**src/rtl/core/blink_pattern_sequencer_assert.svh**
```systemverilog
// assertion macros shared by the blink pattern sequencer rtl
`ifndef BLINK_PATTERN_SEQUENCER_ASSERT_SVH
`define BLINK_PATTERN_SEQUENCER_ASSERT_SVH

// condition holds in the same cycle
`define BPS_ASSERT_NOW(lbl, clk, rstn, ante, cons, msg) \
    lbl: assert property (@(posedge clk) disable iff (!rstn) (ante) |-> (cons)) else $error(msg);

// condition holds in the next cycle
`define BPS_ASSERT_NEXT(lbl, clk, rstn, ante, cons, msg) \
    lbl: assert property (@(posedge clk) disable iff (!rstn) (ante) |=> (cons)) else $error(msg);

`endif

```
**src/rtl/core/bps_pkg.sv**
```systemverilog
// shared constants and types of the blink pattern sequencer
package bps_pkg;

    localparam int MODE_W       = 3;
    localparam int COUNT_W      = 8;
    localparam int TIME_FIELD_W = 16;
    localparam int PAT_W        = 43;
    localparam int NUM_PAT      = 7;
    localparam int ADDR_W       = 6;
    localparam int DATA_W       = 64;

    // bit positions inside a pattern register
    localparam int OFF_LSB   = 0;
    localparam int ON_LSB    = 16;
    localparam int COUNT_LSB = 32;
    localparam int NEXT_LSB  = 40;

    localparam logic FUNC_TICK  = 1'b0;
    localparam logic FUNC_ENTER = 1'b1;

    localparam logic [COUNT_W-1:0] COUNT_FOREVER = 8'hFF;
    localparam logic [MODE_W-1:0]  MODE_IDLE     = 3'd0;

    typedef logic [PAT_W-1:0] pattern_t;

    typedef struct packed {
        logic                drive_on;
        logic [MODE_W-1:0]   current_mode;
        logic [COUNT_W-1:0]  repeats_left;
    } result_t;

endpackage

```
**src/rtl/core/bps_req_if.sv**
```systemverilog
// request channel: tick or enter-mode items
interface bps_req_if;
    logic                       valid;
    logic                       ready;
    logic                       func;
    logic [bps_pkg::MODE_W-1:0] mode;

    modport source (output valid, output func, output mode, input ready);
    modport sink   (input valid, input func, input mode, output ready);
endinterface

```
**src/rtl/core/bps_rsp_if.sv**
```systemverilog
// result channel: output level and sequencer status
interface bps_rsp_if;
    logic                        valid;
    logic                        ready;
    logic                        drive_on;
    logic [bps_pkg::MODE_W-1:0]  current_mode;
    logic [bps_pkg::COUNT_W-1:0] repeats_left;

    modport source (output valid, output drive_on, output current_mode,
                    output repeats_left, input ready);
    modport sink   (input valid, input drive_on, input current_mode,
                    input repeats_left, output ready);
endinterface

```
**src/rtl/core/blink_pattern_sequencer.sv**
```systemverilog
// blink pattern sequencer top level: pattern table, phase state and result buffering
//
// usage
//   req channel: each request is either a one millisecond tick (func = 0)
//   or an enter of pattern "mode" (func = 1). every request yields exactly
//   one result on the rsp channel: drive level, running pattern and the
//   remaining on-phase count (255 = endless).
//   pattern table: seven 43-bit registers on the apb port at byte address
//   8*i (off ms, on ms, count, next pattern); pattern 0 is the fixed idle
//   pattern. write the table only while no request is in flight.
//   result: the result of a request reaches rsp through the output register,
//   or through the skid register while rsp stalls. throughput: one request
//   per cycle while req.ready is high; the whole phase update (timer
//   countdown, repeat count, chaining, toggle, timer reload) is one
//   combinational pass into the state and result registers. stall: a two-deep
//   result buffer (output register plus skid register) keeps req ready while
//   one result waits; req.ready drops only when both hold a result, and rises again once rsp takes one.
//   reset: pattern idle, output off, counters and timer zero, table cleared,
//   no result pending.
module blink_pattern_sequencer #(
    parameter int TIME_WIDTH = 16,
    parameter int NUM_MODES  = 8
) (
    input  logic                         clk,
    input  logic                         rst_n,
    bps_req_if.sink                      req,
    bps_rsp_if.source                    rsp,
    input  logic                         psel,
    input  logic                         penable,
    input  logic                         pwrite,
    input  logic [bps_pkg::ADDR_W-1:0]   paddr,
    input  logic [bps_pkg::DATA_W-1:0]   pwdata,
    output logic [bps_pkg::DATA_W-1:0]   prdata,
    output logic                         pready
);

    localparam logic [TIME_WIDTH-1:0] TIMER_MAX   = '1;
    localparam logic [31:0]           TIMER_MAX32 = 32'(TIMER_MAX);
    localparam logic [TIME_WIDTH-1:0] TIMER_ONE   = {{(TIME_WIDTH-1){1'b0}}, 1'b1};

    // pattern table, index 0 holds pattern 1
    bps_pkg::pattern_t pat_reg [bps_pkg::NUM_PAT];

    // running state
    logic [bps_pkg::MODE_W-1:0]  mode_reg,  mode_next;
    logic [bps_pkg::COUNT_W-1:0] count_reg, count_next;
    logic                        level_reg, level_next;
    logic [TIME_WIDTH-1:0]       timer_reg, timer_next;

    // result buffer
    logic                out_valid_reg;
    bps_pkg::result_t    out_data_reg;
    logic                skid_valid_reg;
    bps_pkg::result_t    skid_data_reg;
    bps_pkg::result_t    result;

    logic req_fire;
    logic rsp_fire;
    logic cfg_write;
    logic [2:0] cfg_idx;

    // ---------------------------------------------------------------
    // apb port: register index from the 8-byte aligned address
    // ---------------------------------------------------------------
    assign pready    = 1'b1;
    assign cfg_idx   = paddr[5:3];
    assign cfg_write = psel && penable && pwrite && pready;

    always_ff @(posedge clk or negedge rst_n)
    begin
        if (!rst_n)
        begin
            for (int i = 0; i < bps_pkg::NUM_PAT; i++)
            begin
                pat_reg[i] <= '0;
            end
        end
        else if (cfg_write && (cfg_idx != 3'd7))
        begin
            pat_reg[cfg_idx] <= pwdata[bps_pkg::PAT_W-1:0];
        end
    end

    always_comb
    begin
        prdata = '0;
        if (cfg_idx != 3'd7)
        begin
            prdata = {{(bps_pkg::DATA_W-bps_pkg::PAT_W){1'b0}}, pat_reg[cfg_idx]};
        end
    end

    // ---------------------------------------------------------------
    // pattern helpers
    // ---------------------------------------------------------------
    // pattern numbers at or above NUM_MODES fall back to idle
    function automatic logic [bps_pkg::MODE_W-1:0] legal_mode(
        input logic [bps_pkg::MODE_W-1:0] m
    );
        if ({1'b0, m} >= 4'(NUM_MODES))
            return bps_pkg::MODE_IDLE;
        return m;
    endfunction

    // times wider than the timer saturate
    function automatic logic [TIME_WIDTH-1:0] sat_time(
        input logic [bps_pkg::TIME_FIELD_W-1:0] t
    );
        logic [31:0] t32;
        t32 = {16'b0, t};
        if (t32 > TIMER_MAX32)
            return TIMER_MAX;
        return t32[TIME_WIDTH-1:0];
    endfunction

    bps_pkg::pattern_t           cur_pat;
    bps_pkg::pattern_t           new_pat;
    bps_pkg::pattern_t           enter_pat;
    logic [bps_pkg::MODE_W-1:0]  enter_mode;
    logic [bps_pkg::MODE_W-1:0]  chain_mode;

    // pattern of the running mode
    assign cur_pat = (mode_reg == bps_pkg::MODE_IDLE) ? '0 : pat_reg[mode_reg - 3'd1];

    // pattern entered by an enter request
    assign enter_mode = legal_mode(req.mode);
    assign enter_pat  = (enter_mode == bps_pkg::MODE_IDLE) ? '0 : pat_reg[enter_mode - 3'd1];

    // ---------------------------------------------------------------
    // phase update
    // ---------------------------------------------------------------
    logic [TIME_WIDTH-1:0]       timer_dec;
    logic [bps_pkg::COUNT_W-1:0] count_dec;
    logic                        do_chain;
    logic [bps_pkg::COUNT_W-1:0] count_fire;
    logic [bps_pkg::MODE_W-1:0]  mode_fire;
    logic                        level_fire;

    assign timer_dec = (timer_reg != '0) ? (timer_reg - TIMER_ONE) : timer_reg;

    // completed on phase uses up one repeat, endless count stays
    assign count_dec = (level_reg && (count_reg != '0) && (count_reg != bps_pkg::COUNT_FOREVER))
                       ? (count_reg - 8'd1) : count_reg;
    assign do_chain   = (count_dec == '0);
    assign chain_mode = legal_mode(cur_pat[bps_pkg::NEXT_LSB +: bps_pkg::MODE_W]);
    assign mode_fire  = do_chain ? chain_mode : mode_reg;
    assign new_pat    = (mode_fire == bps_pkg::MODE_IDLE) ? '0 : pat_reg[mode_fire - 3'd1];
    assign count_fire = do_chain ? new_pat[bps_pkg::COUNT_LSB +: bps_pkg::COUNT_W] : count_dec;

    // zero off time with repeats left means steady on
    assign level_fire = ((count_fire != '0) &&
                         (new_pat[bps_pkg::OFF_LSB +: bps_pkg::TIME_FIELD_W] == '0))
                        ? 1'b1 : !level_reg;

    always_comb
    begin
        mode_next  = mode_reg;
        count_next = count_reg;
        level_next = level_reg;
        timer_next = timer_reg;
        if (req.func == bps_pkg::FUNC_ENTER)
        begin
            mode_next  = enter_mode;
            count_next = enter_pat[bps_pkg::COUNT_LSB +: bps_pkg::COUNT_W];
            level_next = 1'b0;
            timer_next = '0;
        end
        else if (mode_reg != bps_pkg::MODE_IDLE)
        begin
            timer_next = timer_dec;
            if (timer_dec == '0)
            begin
                mode_next  = mode_fire;
                count_next = count_fire;
                level_next = level_fire;
                timer_next = level_fire
                    ? sat_time(new_pat[bps_pkg::ON_LSB +: bps_pkg::TIME_FIELD_W])
                    : sat_time(new_pat[bps_pkg::OFF_LSB +: bps_pkg::TIME_FIELD_W]);
            end
        end
    end

    assign result.drive_on     = level_next;
    assign result.current_mode = mode_next;
    assign result.repeats_left = count_next;

    // ---------------------------------------------------------------
    // handshakes
    // ---------------------------------------------------------------
    // skid register free means a request can always be absorbed
    assign req.ready = !skid_valid_reg;
    assign req_fire  = req.valid && req.ready;
    assign rsp_fire  = rsp.valid && rsp.ready;

    always_ff @(posedge clk or negedge rst_n)
    begin
        if (!rst_n)
        begin
            mode_reg  <= bps_pkg::MODE_IDLE;
            count_reg <= '0;
            level_reg <= 1'b0;
            timer_reg <= '0;
        end
        else if (req_fire)
        begin
            mode_reg  <= mode_next;
            count_reg <= count_next;
            level_reg <= level_next;
            timer_reg <= timer_next;
        end
    end

    // result valid flags
    always_ff @(posedge clk or negedge rst_n)
    begin
        if (!rst_n)
        begin
            out_valid_reg  <= 1'b0;
            skid_valid_reg <= 1'b0;
        end
        else if (!out_valid_reg || rsp_fire)
        begin
            if (skid_valid_reg)
            begin
                out_valid_reg  <= 1'b1;
                skid_valid_reg <= 1'b0;
            end
            else
            begin
                out_valid_reg <= req_fire;
            end
        end
        else if (req_fire)
        begin
            skid_valid_reg <= 1'b1;
        end
    end

    // result payload, no reset needed
    always_ff @(posedge clk)
    begin
        if (!out_valid_reg || rsp_fire)
        begin
            if (skid_valid_reg)
            begin
                out_data_reg <= skid_data_reg;
            end
            else if (req_fire)
            begin
                out_data_reg <= result;
            end
        end
        else if (req_fire)
        begin
            skid_data_reg <= result;
        end
    end

    assign rsp.valid        = out_valid_reg;
    assign rsp.drive_on     = out_data_reg.drive_on;
    assign rsp.current_mode = out_data_reg.current_mode;
    assign rsp.repeats_left = out_data_reg.repeats_left;

    // ---------------------------------------------------------------
    // assertions
    // ---------------------------------------------------------------
    `include "blink_pattern_sequencer_assert.svh"

    `BPS_ASSERT_NOW(a_skid_behind_out, clk, rst_n, skid_valid_reg, out_valid_reg, "skid full while output empty")
    `BPS_ASSERT_NEXT(a_idle_holds, clk, rst_n, req_fire && (req.func == bps_pkg::FUNC_TICK) && (mode_reg == bps_pkg::MODE_IDLE), (mode_reg == bps_pkg::MODE_IDLE) && (level_reg == $past(level_reg)), "idle tick changed state")
    `BPS_ASSERT_NEXT(a_endless_stays, clk, rst_n, req_fire && (req.func == bps_pkg::FUNC_TICK) && (mode_reg != bps_pkg::MODE_IDLE) && (count_reg == bps_pkg::COUNT_FOREVER), (count_reg == bps_pkg::COUNT_FOREVER) && (mode_reg == $past(mode_reg)), "endless pattern left its mode")
    `BPS_ASSERT_NEXT(a_enter_arms, clk, rst_n, req_fire && (req.func == bps_pkg::FUNC_ENTER), (timer_reg == '0) && !level_reg, "enter did not arm the next tick")

endmodule

```
**src/flat_wrapper.sv**
```systemverilog
// flat-port wrapper written by rule: the top's interface ports become plain ports
module blink_pattern_sequencer_flat 
#(
    parameter int TIME_WIDTH = 16,
    parameter int NUM_MODES  = 8
)
  (clk, rst_n, psel, penable, pwrite, paddr, pwdata, prdata, pready, req_valid, req_func, req_mode, req_ready, rsp_valid, rsp_drive_on, rsp_current_mode, rsp_repeats_left, rsp_ready);
  bps_req_if req_i ();
  bps_rsp_if rsp_i ();
  input  logic clk;
  input  logic rst_n;
  input  logic psel;
  input  logic penable;
  input  logic pwrite;
  input  logic [bps_pkg::ADDR_W-1:0] paddr;
  input  logic [bps_pkg::DATA_W-1:0] pwdata;
  output logic [bps_pkg::DATA_W-1:0] prdata;
  output logic pready;
  input wire logic [$bits(req_i.valid)-1:0] req_valid;
  input wire logic [$bits(req_i.func)-1:0] req_func;
  input wire logic [$bits(req_i.mode)-1:0] req_mode;
  output wire logic [$bits(req_i.ready)-1:0] req_ready;
  output wire logic [$bits(rsp_i.valid)-1:0] rsp_valid;
  output wire logic [$bits(rsp_i.drive_on)-1:0] rsp_drive_on;
  output wire logic [$bits(rsp_i.current_mode)-1:0] rsp_current_mode;
  output wire logic [$bits(rsp_i.repeats_left)-1:0] rsp_repeats_left;
  input wire logic [$bits(rsp_i.ready)-1:0] rsp_ready;
  assign req_i.valid = req_valid;
  assign req_i.func = req_func;
  assign req_i.mode = req_mode;
  assign req_ready = req_i.ready;
  assign rsp_valid = rsp_i.valid;
  assign rsp_drive_on = rsp_i.drive_on;
  assign rsp_current_mode = rsp_i.current_mode;
  assign rsp_repeats_left = rsp_i.repeats_left;
  assign rsp_i.ready = rsp_ready;
  blink_pattern_sequencer #(.TIME_WIDTH(TIME_WIDTH), .NUM_MODES(NUM_MODES)) u_core (.clk(clk), .rst_n(rst_n), .req(req_i), .rsp(rsp_i), .psel(psel), .penable(penable), .pwrite(pwrite), .paddr(paddr), .pwdata(pwdata), .prdata(prdata), .pready(pready));
endmodule
```
**config.mk**
```make
export PLATFORM = sky130hd
export DESIGN_NAME = blink_pattern_sequencer_flat
export DESIGN_NICKNAME = d
export VERILOG_FILES = /design/src/rtl/core/bps_pkg.sv /design/src/rtl/core/bps_req_if.sv /design/src/rtl/core/bps_rsp_if.sv /design/src/rtl/core/blink_pattern_sequencer.sv /design/src/flat_wrapper.sv
export VERILOG_INCLUDE_DIRS = /design/src /design/src/rtl/core
export SDC_FILE = /design/constraint.sdc
export NUM_CORES = 1
export LEC_CHECK = 0
export BUFFER_PORTS_ARGS = -buffer_cell sky130_fd_sc_hd__buf_2
export CAP_MARGIN = 0
export CORE_ASPECT_RATIO = 0.75
export CORE_UTILIZATION = 35
export DETAILED_ROUTE_END_ITERATION = 12
export PLACE_DENSITY_LB_ADDON = 0.1
export SLEW_MARGIN = 10
export SYNTH_ARGS = -nofsm -noshare
export SYNTH_HDL_FRONTEND = slang
export SYNTH_SLANG_ARGS = --single-unit
```
**constraint.sdc**
```tcl
create_clock -name clk -period 6.9 [get_ports clk]
set_clock_uncertainty 0.2 [all_clocks]
set_input_delay 0.69 -clock clk [delete_from_list [all_inputs] [get_ports clk]]
set_output_delay 0.69 -clock clk [all_outputs]
set_load 0.05 [all_outputs]
```
==> key figures, run 1 <==
Outcome
  • Run status: complete, no violations

GRT
  • Initial antenna violation count: 4
  • Vias in the first global route: 15600
  • Global-route usage over all layers: 25.0%
  • Largest net degree at the start of global routing: 159
  • Grt ovf: 0
  • First-pass GRT wire length: 109000 um

Setup path
  • Crit path top cell by count: a211o_1
  • CP Data Required Time: 7.12 ns
  • CP Class: flop to flop
  • CP Launch Type: flop
  • Flop2flop setup slack: 0.40 ns
  • Critical R2R Capture: u_core.timer_reg[2]
  • Crit end category: flop
  • Worst reg2reg startpoint: u_core.count_reg[0]
  • CP Data Arrival Time: 6.73 ns
  • Critical path's slowest cell: or4_1
  • CP Cell Sequence: inv_1, ha_1, or4b_4, o41ai_4, o21ai_2, a211o_1, a2111oi_0, nor2_1, ha_4, nand2_1, or3_1, o311ai_0, a211o_1, nand4bb_1, or4_1, a31oi_4, buf_4, o21ai_0
  • CP max FO: 17
  • Register-to-Register Path Depth: 18
  • CP peak stage delay: 0.64 ns

Placement
  • Hpwl dp: 47600 um
  • Dpl ws: 0.450 ns
  • Placed cell count: 2605
  • Buffers added on ports: 113
  • Global placement routability congestion: 0.908

Logic synthesis
  • Syn Std Cell Area: 20200 um2
  • Flops & latches, synth: 355
  • Cell accounting for the most synthesized area: dfrtp_1
  • Largest cells by area after synthesis: dfrtp_1, mux2_2, mux4_2
  • Yosys top cell area share: 41.1%
  • Mapped Cells: 1798
  • Seq/Total Area, Yosys: 44.7%
  • Yosys warns: 0
  • Unique masters post-synth: 87
  • Fraction of registers with async set/reset: 93.2%
  • Synthesized area per cell: 11.2 um2
  • EDFF count, synth: 24
  • Synth Flop Type: dfrtp_1

Die
  • Die area: 58600 um2
  • Initial Util: 35.7%
  • Core ar.: 56400 um2
  • Die Span Y: 210 um
  • Die width: 279 um
  • Core Rows: 75
  • I/O pin count: 160

Power and ir drop
  • Switching power: 3.79 mW
  • Power Total: 9.09 mW
  • Power per cell area: 396 nW/um2
  • Worst-case vdd ir drop: 0.176 mV
  • Leakage: 9.82 nW
  • Reg power frac: 32.6%
  • P_int: 5.30 mW
  • Clock Power Share: 24.1%
  • Net Sw Frac: 41.7%
  • Combinational power share: 43.3%

STA
  • RSZ-0062 raised after global routing: no
  • Setup violations, final: 0
  • Worst-Margin Slew: 1.24 ns
  • Setup TNS: 0 ns
  • Final Cycle Share: 94.3%
  • Hold Vio Cnt, Final: 0
  • Highest Clock Rate: 154 MHz
  • Max Slew Vio Count: 0
  • Slew headroom: 17.1%
  • Fin crit period: 6.50 ns
  • Final worst slack: 0.396 ns

CTS
  • Post-CTS Setup Bufs: 0
  • Clock Sinks: 355
  • Post-cts resize count: 0
  • CTS max path bufs: 3
  • Clock H-tree levels: 2
  • CTS tree: built
  • Inserted Clock Buffers: 41
  • Post-cts hold buffer count: 0
  • CTS root buf: clkbuf_16
  • Clock Latency Late Sink: 0.58 ns
  • Clk slew on worst S/H paths: 0.06 ns

Layout
  • Share of layout cells above drive strength 1: 34.9%
  • Area of the multi-input gates: 10500 um2
  • Fill count: 5462
  • Layout area overhead: 14.0%
  • FF+latch area: 9000 um2
  • # nets final: 1970
  • Post-Layout Cell Count: 2681
  • Final core utilization: 40.8%
  • Max FFs per register: 301

Detailed routing
  • Total wire length: 73600 um
  • WL/cell: 27.5 um
  • Vias/cell: 5.96
  • Antenna viol nets, final: 0
  • Pre-Repair DR Iteration Count: 6
  • Detailed Route Iter0 Violations: 1542
  • Total number of vias: 16000
  • Detailed-route DRC error count: 0

Worst hold path
  • Hold crit path type: primary input to async pin

Job
  • Max cap viols: 0
[worst max-delay path, delay by kind of cell, from the launching register on]
| kind | cells | cell delay (ns) |
|---|---|---|
| simple gates | 6 | 2.34 |
| compound gates | 8 | 2.22 |
| fa+ha+maj | 2 | 0.78 |
| flops | 1 | 0.47 |
| buf+inv | 2 | 0.34 |
[power by group through the flow]
stage	clock, mW	combinational [mW]	sequential [mW]
after floorplan	0	2.63	2.85
after global placement	0	3.86	2.98
after detailed placement	0	3.88	2.98
after CTS	2.24	3.90	2.95
after global routing	2.32	4.19	3.02
final	2.19	3.93	2.97
[stage by stage]
| stage | area, um2 | hold WS [ns] |
|---|---|---|
| 6_report | 23000 | 0.0376 |
| 3_3_place_gp | 21700 | 0.277 |
| 4_1_cts | 23000 | 0.0686 |
| 2_1_floorplan | 20200 | 0.194 |
| 5_1_grt | 23000 | 0.103 |
| 3_5_place_dp | 21700 | 0.305 |
[cells in the final DEF (no fill, tap or decap), types with 41 or more instances in the layout]
cell type / netlist / final
buf_4: 24 / 58
nand2_1: 119 / 119
mux2_2: 351 / 351
nor2_1: 117 / 114
clkbuf_16: 0 / 41
dfrtp_1: 331 / 331
a221oi_1: 45 / 45
o21ai_0: 81 / 81
buf_2: 11 / 110
mux2i_1: 79 / 79
a22oi_1: 54 / 54
a21oi_1: 70 / 70
[routing by layer]
layer	up-vias	part of all wire, %	GRT usage [%]
met2	614	42	35.3
met3	112	7.8	5.38
met5	-	0.034	0
li1	6927	-	-
met4	4	2.4	6.67
met1	8325	48	38.2
[final cells by class]
cell class              count  share of cell area, %
repair buffers            172                   4.62
well taps                 770                   4.19
flip-flops and latches    355                   39.2
clock buffers              63                   5.30
inverters                  26                  0.425
multi-input cells        1282                   45.8
clock inverters            11                  0.463
diodes                      2                 0.0218
[how the worst max path moves through the flow]
stage | from | endpoint | slack, ns | cells after the start
finish | u_core.count_reg[0] | u_core.timer_reg[2] | 0.40 | 18
global route | u_core.count_reg[0] | u_core.timer_reg[1] | 0.02 | 19
CTS | u_core.count_reg[0] | u_core.timer_reg[2] | 0.43 | 19
detailed placement | u_core.count_reg[0] | u_core.timer_reg[2] | 0.45 | 19
global placement | u_core.count_reg[0] | u_core.timer_reg[14] | 0.50 | 19
floorplan | u_core.mode_reg[0] | u_core.rsp.drive_on | 0.08 | 30
[synth_stat cells (all sizes together), types with 24 or more instances]
library cell  instances
nand2               119
nor2                118
a221oi               46
mux2                351
a22oi                54
mux2i                79
buf                  49
edfxtp               24
dfrtp               331
o21ai                96
a21oi                70
mux4                 37
clkbuf              106
nand3                38
o211ai               26
[cells by family (layout without fill, tap and decap cells)]
kind of cell    count (synthesis)  in the layout  share of synthesized area (%)
fa+ha+maj                      11             11                          0.683
simple gates                  363            363                           8.32
mux                           467            467                           27.7
flops                         355            355                           44.7
compound gates                411            411                           14.3
other cells                     2             24                         0.0372
buf+inv                       181            272                           4.00
xor+xnor                        8              8                          0.348
No activity file was read; power rests on OpenSTA's default activity.
==> run 2: changes to the inputs <==
Clock period 6.9 ns to 5.87 ns, I/O delays scaled along.
==> key figures, run 2 (synthesis gave the netlist of run 1 again) <==
Setup path
  • CP Data Required Time: 6.11 ns (-1.01 ns)
  • Register-to-Register Path Depth: 20 (+2)
  • Setup crit start: u_core.count_reg[0]
  • CP Launch Type: flop
  • Crit end category: flop
  • CP max FO: 15 (-2)
  • Critical R2R Capture: u_core.timer_reg[14]
  • CP Class: flop to flop
  • CP Data Arrival Time: 5.79 ns (-0.94 ns)
  • Flop2flop setup slack: 0.32 ns (-0.08 ns)
  • Worst setup path end: u_core.timer_reg[14]
  • Worst reg2reg startpoint: u_core.count_reg[0]

Die
  • Core Rows: 75 (unchanged)
  • I/O pin count: 160 (unchanged)
  • Die Span Y: 210 um (unchanged)
  • Die width: 279 um (unchanged)
  • Core ar.: 56400 um2 (unchanged)
  • Initial Util: 35.7% (unchanged)
  • Die area: 58600 um2 (unchanged)

STA
  • Worst-Margin Slew: 1.11 ns (-0.135 ns)
  • Final worst slack: 0.321 ns (-0.0753 ns)
  • Highest Clock Rate: 180 MHz (+17%)
  • Fin crit period: 5.55 ns (-0.955 ns)
  • Max Slew Vio Count: 0 (unchanged)
  • Slew headroom: 26.3% (+9.1 points)
  • Hold Vio Cnt, Final: 0 (unchanged)
  • RSZ-0062 raised after global routing: no
  • Hold slack: 0.0638 ns (+0.0262 ns)
  • Final Cycle Share: 94.5% (+0.28 points)
  • Setup violations, final: 0 (unchanged)

Layout
  • Design area: 23400 um2 (+1.7%)
  • Layout area overhead: 15.9%
  • Final core utilization: 41.4% (+0.69 points)
  • Max FFs per register: 301 (unchanged)
  • Commonest non-fill, non-tap cell in the layout: mux2_2
  • Fill count: 5376 (-1.6%)
  • Share of layout cells above drive strength 1: 36.4% (+1.5 points)
  • Most frequent cells in the layout: mux2_2, dfrtp_1, nand2_1
  • # nets final: 2000 (+1.5%)
  • Area of the multi-input gates: 10600 um2 (+0.77%)
  • FF+latch area: 9000 um2 (unchanged)

CTS
  • Clock Latency Late Sink: 0.58 ns (about the same)
  • Clock H-tree levels: 2 (unchanged)
  • Clk slew on worst S/H paths: 0.06 ns (about the same)
  • Inserted Clock Buffers: 41 (unchanged)
  • Clock Sinks: 355 (unchanged)
  • CTS tree: built
  • CTS root buf: clkbuf_16
  • CTS max path bufs: 3 (unchanged)
  • Post-CTS Setup Bufs: 0 (unchanged)

GRT
  • Vias in the first global route: 15800 (+1.0%)
  • First-pass GRT wire length: 111000 um (+1.9%)
  • Grt ovf: 0 (unchanged)
  • Largest net degree at the start of global routing: 88 (-45%)
  • Global-route usage over all layers: 25.6% (+0.53 points)
  • Initial antenna violation count: 3 (-1)

Power and ir drop
  • Power Total: 11.0 mW (+21%)
  • Power per cell area: 472 nW/um2 (+19%)
  • Reg power frac: 31.4% (-1.2 points)
  • Clock Power Share: 24.3% (+0.2 points)
  • Combinational power share: 44.3% (+1.0 points)
  • Leakage: 10.0 nW (+1.9%)
  • P_int: 6.48 mW (+22%)
  • Net Sw Frac: 41.2% (-0.50 points)
  • Switching power: 4.54 mW (+20%)
  • Worst-case vdd ir drop: 0.258 mV (+47%)

Placement
  • Hpwl dp: 49100 um (+3.2%)
  • Dpl ws: 0.242 ns (-0.209 ns)
  • DP Area: 22000 um2 (+1.4%)
  • Buffers added on ports: 113 (unchanged)
  • Global placement routability congestion: 0.913 (+0.56%)

Detailed routing
  • Detailed Route Iter0 Violations: 1620 (+5.1%)
  • Antenna viol nets, final: 0 (unchanged)
  • Total number of vias: 16200 (+1.1%)
  • Detailed-route DRC error count: 0 (unchanged)
  • WL/cell: 27.6 um (+0.40%)
  • Pre-Repair DR Iteration Count: 5 (-1)
  • Total wire length: 74700 um (+1.5%)
  • Vias/cell: 5.96 (about the same)

Outcome
  • Run status: complete, no violations

Worst hold path
  • Hold crit path type: primary input to flop

Job
  • Max cap viols: 0 (unchanged)
==> run 2: power groups by stage <==
stage	combinational, mW	clock (mW)	sequential [mW]
after floorplan	3.27	0	3.35
after global placement	4.78	0	3.47
after detailed placement	4.80	0	3.48
after CTS	4.82	2.74	3.44
after global routing	5.20	2.84	3.52
final	4.89	2.68	3.46
==> run 2: how the worst min path moves through the flow <==
stage	start	endpoint	slack, ns	depth (start not counted)
3_3_place_gp	u_core.mode_reg[1]	u_core.mode_reg[1]	0.28	2
6_report	req_valid	u_core.rsp.valid	0.06	3
2_1_floorplan	rst_n	u_core.count_reg[0]	0.09	0
4_1_cts	req_valid	u_core.rsp.valid	0.04	3
5_1_grt	req_valid	u_core.rsp.valid	0.08	3
3_5_place_dp	u_core.mode_reg[1]	u_core.mode_reg[1]	0.28	2
==> run 2: critical path, cell delays in order, from the launching register on <==
cell	delay, ns
dfrtp_1	0.38
inv_1	0.06
ha_1	0.18
or4b_4	0.49
o41ai_4	0.35
o21ai_2	0.19
a211o_1	0.34
a2111oi_1	0.37
buf_4	0.18
nor2_1	0.07
ha_4	0.34
buf_4	0.21
nand2_2	0.12
or3_1	0.31
o311ai_0	0.10
a221oi_1	0.19
a311o_1	0.32
or4_4	0.46
a31oi_4	0.25
buf_12	0.19
o211ai_1	0.10
==> run 2: metal layers <==
layer	up-vias	track usage, %	part of all wire [%]
met4	2	6.08	2.0
met5	-	0	0.017
met3	101	4.32	6.9
met1	8412	40.1	49
met2	656	36.0	42
li1	6979	-	-
==> run 2: final cells by class <==
class	count	share of cell area [%]
clock inverter	12	0.739
sequential	355	38.5
multi-input combinational	1282	45.4
tap	770	4.12
antenna	2	0.0214
timing repair buffer	202	5.58
inverter	26	0.471
clock buffer	61	5.14
==> run 2: repair_timing <==
item                                    CTS  global route
resized for setup                         0             4
hold endpoints to repair                 82             0
endpoints found under the setup margin    0            17
hold buffers                              1             0
==> run 2: metrics by stage <==
stage,setup TNS [ns],std cells
3_3_place_gp,0,2634
3_5_place_dp,0,2634
5_1_grt,0,2709
6_report,0,2710
2_1_floorplan,-1.36,1818
4_1_cts,0,2708
==> run 3: changes to the inputs <==
Settings changed: BUFFER_PORTS_ARGS -buffer_cell sky130_fd_sc_hd__buf_2 to -buffer_cell sky130_fd_sc_hd__buf_4.
==> key figures, run 3 (synthesis gave the netlist of run 1 again) <==
Outcome
  • Run status: complete, no violations

Power and ir drop
  • Net Sw Frac: 41.0% (-0.18 points)
  • Leakage: 10.0 nW (+0.33%)
  • P_int: 6.46 mW (-0.40%)
  • Combinational power share: 44.5% (+0.2 points)
  • Switching power: 4.49 mW (-1.1%)
  • Power per cell area: 465 nW/um2 (-1.5%)
  • Worst-case vdd ir drop: 0.216 mV (-16%)
  • Reg power frac: 31.6% (+0.2 points)
  • Clock Power Share: 23.8% (-0.5 points)
  • Power Total: 10.9 mW (-0.71%)

Detailed routing
  • Total wire length: 73100 um (-2.2%)
  • WL/cell: 27.1 um (-1.9%)
  • Antenna viol nets, final: 0 (unchanged)
  • Pre-Repair DR Iteration Count: 7 (+2)
  • Total number of vias: 15900 (-1.5%)
  • Detailed Route Iter0 Violations: 1581 (-2.4%)
  • Vias/cell: 5.89 (-1.1%)
  • Detailed-route DRC error count: 0 (unchanged)

Die
  • Die Span Y: 210 um (unchanged)
  • Core Rows: 75 (unchanged)
  • Core ar.: 56400 um2 (unchanged)
  • Initial Util: 35.7% (unchanged)
  • Die width: 279 um (unchanged)
  • I/O pin count: 160 (unchanged)
  • Die area: 58600 um2 (unchanged)

Setup path
  • CP Class: flop to flop
  • CP Data Arrival Time: 5.78 ns (about the same)
  • CP max FO: 13 (-2)
  • Critical path's slowest cell: or4_4
  • CP peak stage delay: 0.54 ns (+0.05 ns)
  • CP bufs+invs: 3 (-1)
  • CP Cell Sequence: inv_8, ha_4, mux2i_1, mux4_2, o22a_1, a2111o_1, o21ai_4, inv_2, ha_4, clkinv_2, nor2_4, nand2_1, o221a_2, a311o_1, or4_4, a31oi_4, a21boi_0
  • CP Data Required Time: 5.95 ns (-0.16 ns)
  • Flop2flop setup slack: 0.18 ns (-0.14 ns)
  • Crit path top cell by count: ha_4
  • Crit end category: flop
  • Top delay family on crit path: compound AO/OA/AOI/OAI gates
  • CP Launch Type: flop

Layout
  • Commonest non-fill, non-tap cell in the layout: mux2_2
  • Layout area overhead: 16.9%
  • Fill count: 5391 (+0.28%)
  • # nets final: 1992 (-0.40%)
  • Final core utilization: 41.8% (+0.35 points)
  • Most frequent cells in the layout: mux2_2, dfrtp_1, buf_4
  • Post-Layout Cell Count: 2701 (-0.33%)
  • Share of layout cells above drive strength 1: 36.3% (-0.16 points)
  • Max FFs per register: 301 (unchanged)

CTS
  • CTS tree: built
  • CTS root buf: clkbuf_16
  • Inserted Clock Buffers: 41 (unchanged)
  • Clock Sinks: 355 (unchanged)
  • Clk slew on worst S/H paths: 0.07 ns (about the same)
  • CTS max path bufs: 3 (unchanged)
  • Clock H-tree levels: 2 (unchanged)
  • Clock Latency Late Sink: 0.58 ns (about the same)

STA
  • Setup violations, final: 0 (unchanged)
  • Final Cycle Share: 97.0% (+2.5 points)
  • Max Slew Vio Count: 0 (unchanged)
  • Slew headroom: 18.2% (-8.1 points)
  • Highest Clock Rate: 176 MHz (-2.5%)
  • Hold Vio Cnt, Final: 0 (unchanged)
  • Worst-Margin Slew: 1.23 ns (+0.120 ns)
  • Hold slack: 0.0561 ns (-0.00774 ns)
  • Final worst slack: 0.177 ns (-0.144 ns)
  • RSZ-0062 raised after global routing: no
  • Fin crit period: 5.69 ns (+0.144 ns)

Placement
  • Global placement routability congestion: 0.920 (+0.71%)
  • Buffers added on ports: 113 (unchanged)
  • Placed cell count: 2622 (-0.46%)
  • Dpl ws: 0.0743 ns (-0.167 ns)
  • Hpwl dp: 48400 um (-1.4%)

GRT
  • Initial antenna violation count: 1 (-2)
  • Largest net degree at the start of global routing: 141 (+60%)
  • Global-route usage over all layers: 25.0% (-0.55 points)
  • Grt ovf: 0 (unchanged)
  • Vias in the first global route: 16000 (+1.1%)
  • First-pass GRT wire length: 109000 um (-1.5%)

Job
  • Max cap viols: 0 (unchanged)

Worst hold path
  • Hold crit path type: primary input to flop
[run 3: timing repair]
action                                  CTS  global route
endpoints found under the setup margin    0            19
hold buffers                              1             0
setup buffers                             0             4
endpoints found under the hold margin    93             0
resized for setup                         0             3
[run 3: worst paths after layout]
path,start,endpoint,cells past startpoint
max,u_core.mode_reg[0],u_core.skid_data_reg[11],17
min,req_valid,u_core.rsp.valid,3
max reg2reg,u_core.mode_reg[0],u_core.skid_data_reg[11],17
min reg2reg,u_core.mode_reg[1],u_core.mode_reg[1],2
max in group asynchronous,rst_n,u_core.pat_reg[5],3
min in group asynchronous,rst_n,u_core.pat_reg[104],2
[run 3: stage by stage]
stage	setup TNS (ns)	instance area, um2
floorplan	-1.36	20500
global placement	0	22200
detailed placement	0	22200
CTS	0	23500
global route	0	23600
finish	0	23600
[run 3: routing by layer]
layer / global-route usage (%) / part of all wire [%] / vias up
li1: - / - / 6968
met1: 39.0 / 50 / 8323
met2: 35.4 / 42 / 546
met3: 4.22 / 6.4 / 76
met4: 6.12 / 1.7 / 0
met5: 0 / 0 / -
[run 3: power by group through the flow]
stage	clock, mW	sequential (mW)	combinational [mW]
2_1_floorplan	0	3.35	3.27
3_3_place_gp	0	3.47	4.74
3_5_place_dp	0	3.49	4.76
4_1_cts	2.66	3.45	4.79
5_1_grt	2.76	3.53	5.17
6_report	2.61	3.46	4.87
[run 3: worst register-to-register path: cells and delay by family, from the launching register on]
family | cells | cell delay (ns)
flops | 1 | 0.45
simple gates | 3 | 0.99
fa+ha+maj | 2 | 0.76
buf+inv | 3 | 0.44
mux | 2 | 0.66
compound gates | 7 | 1.92
[run 3: final cells by class]
type / count / area (um2) / area share (%)
Clock buffer: 61 / 1220 / 5.18
Tap cell: 770 / 963 / 4.09
Clock inverter: 12 / 121 / 0.515
Multi-Input combinational cell: 1282 / 10600 / 44.9
Sequential cell: 355 / 9000 / 38.2
Inverter: 26 / 109 / 0.462
Timing Repair Buffer: 194 / 1550 / 6.59
Antenna cell: 1 / 2.50 / 0.0106
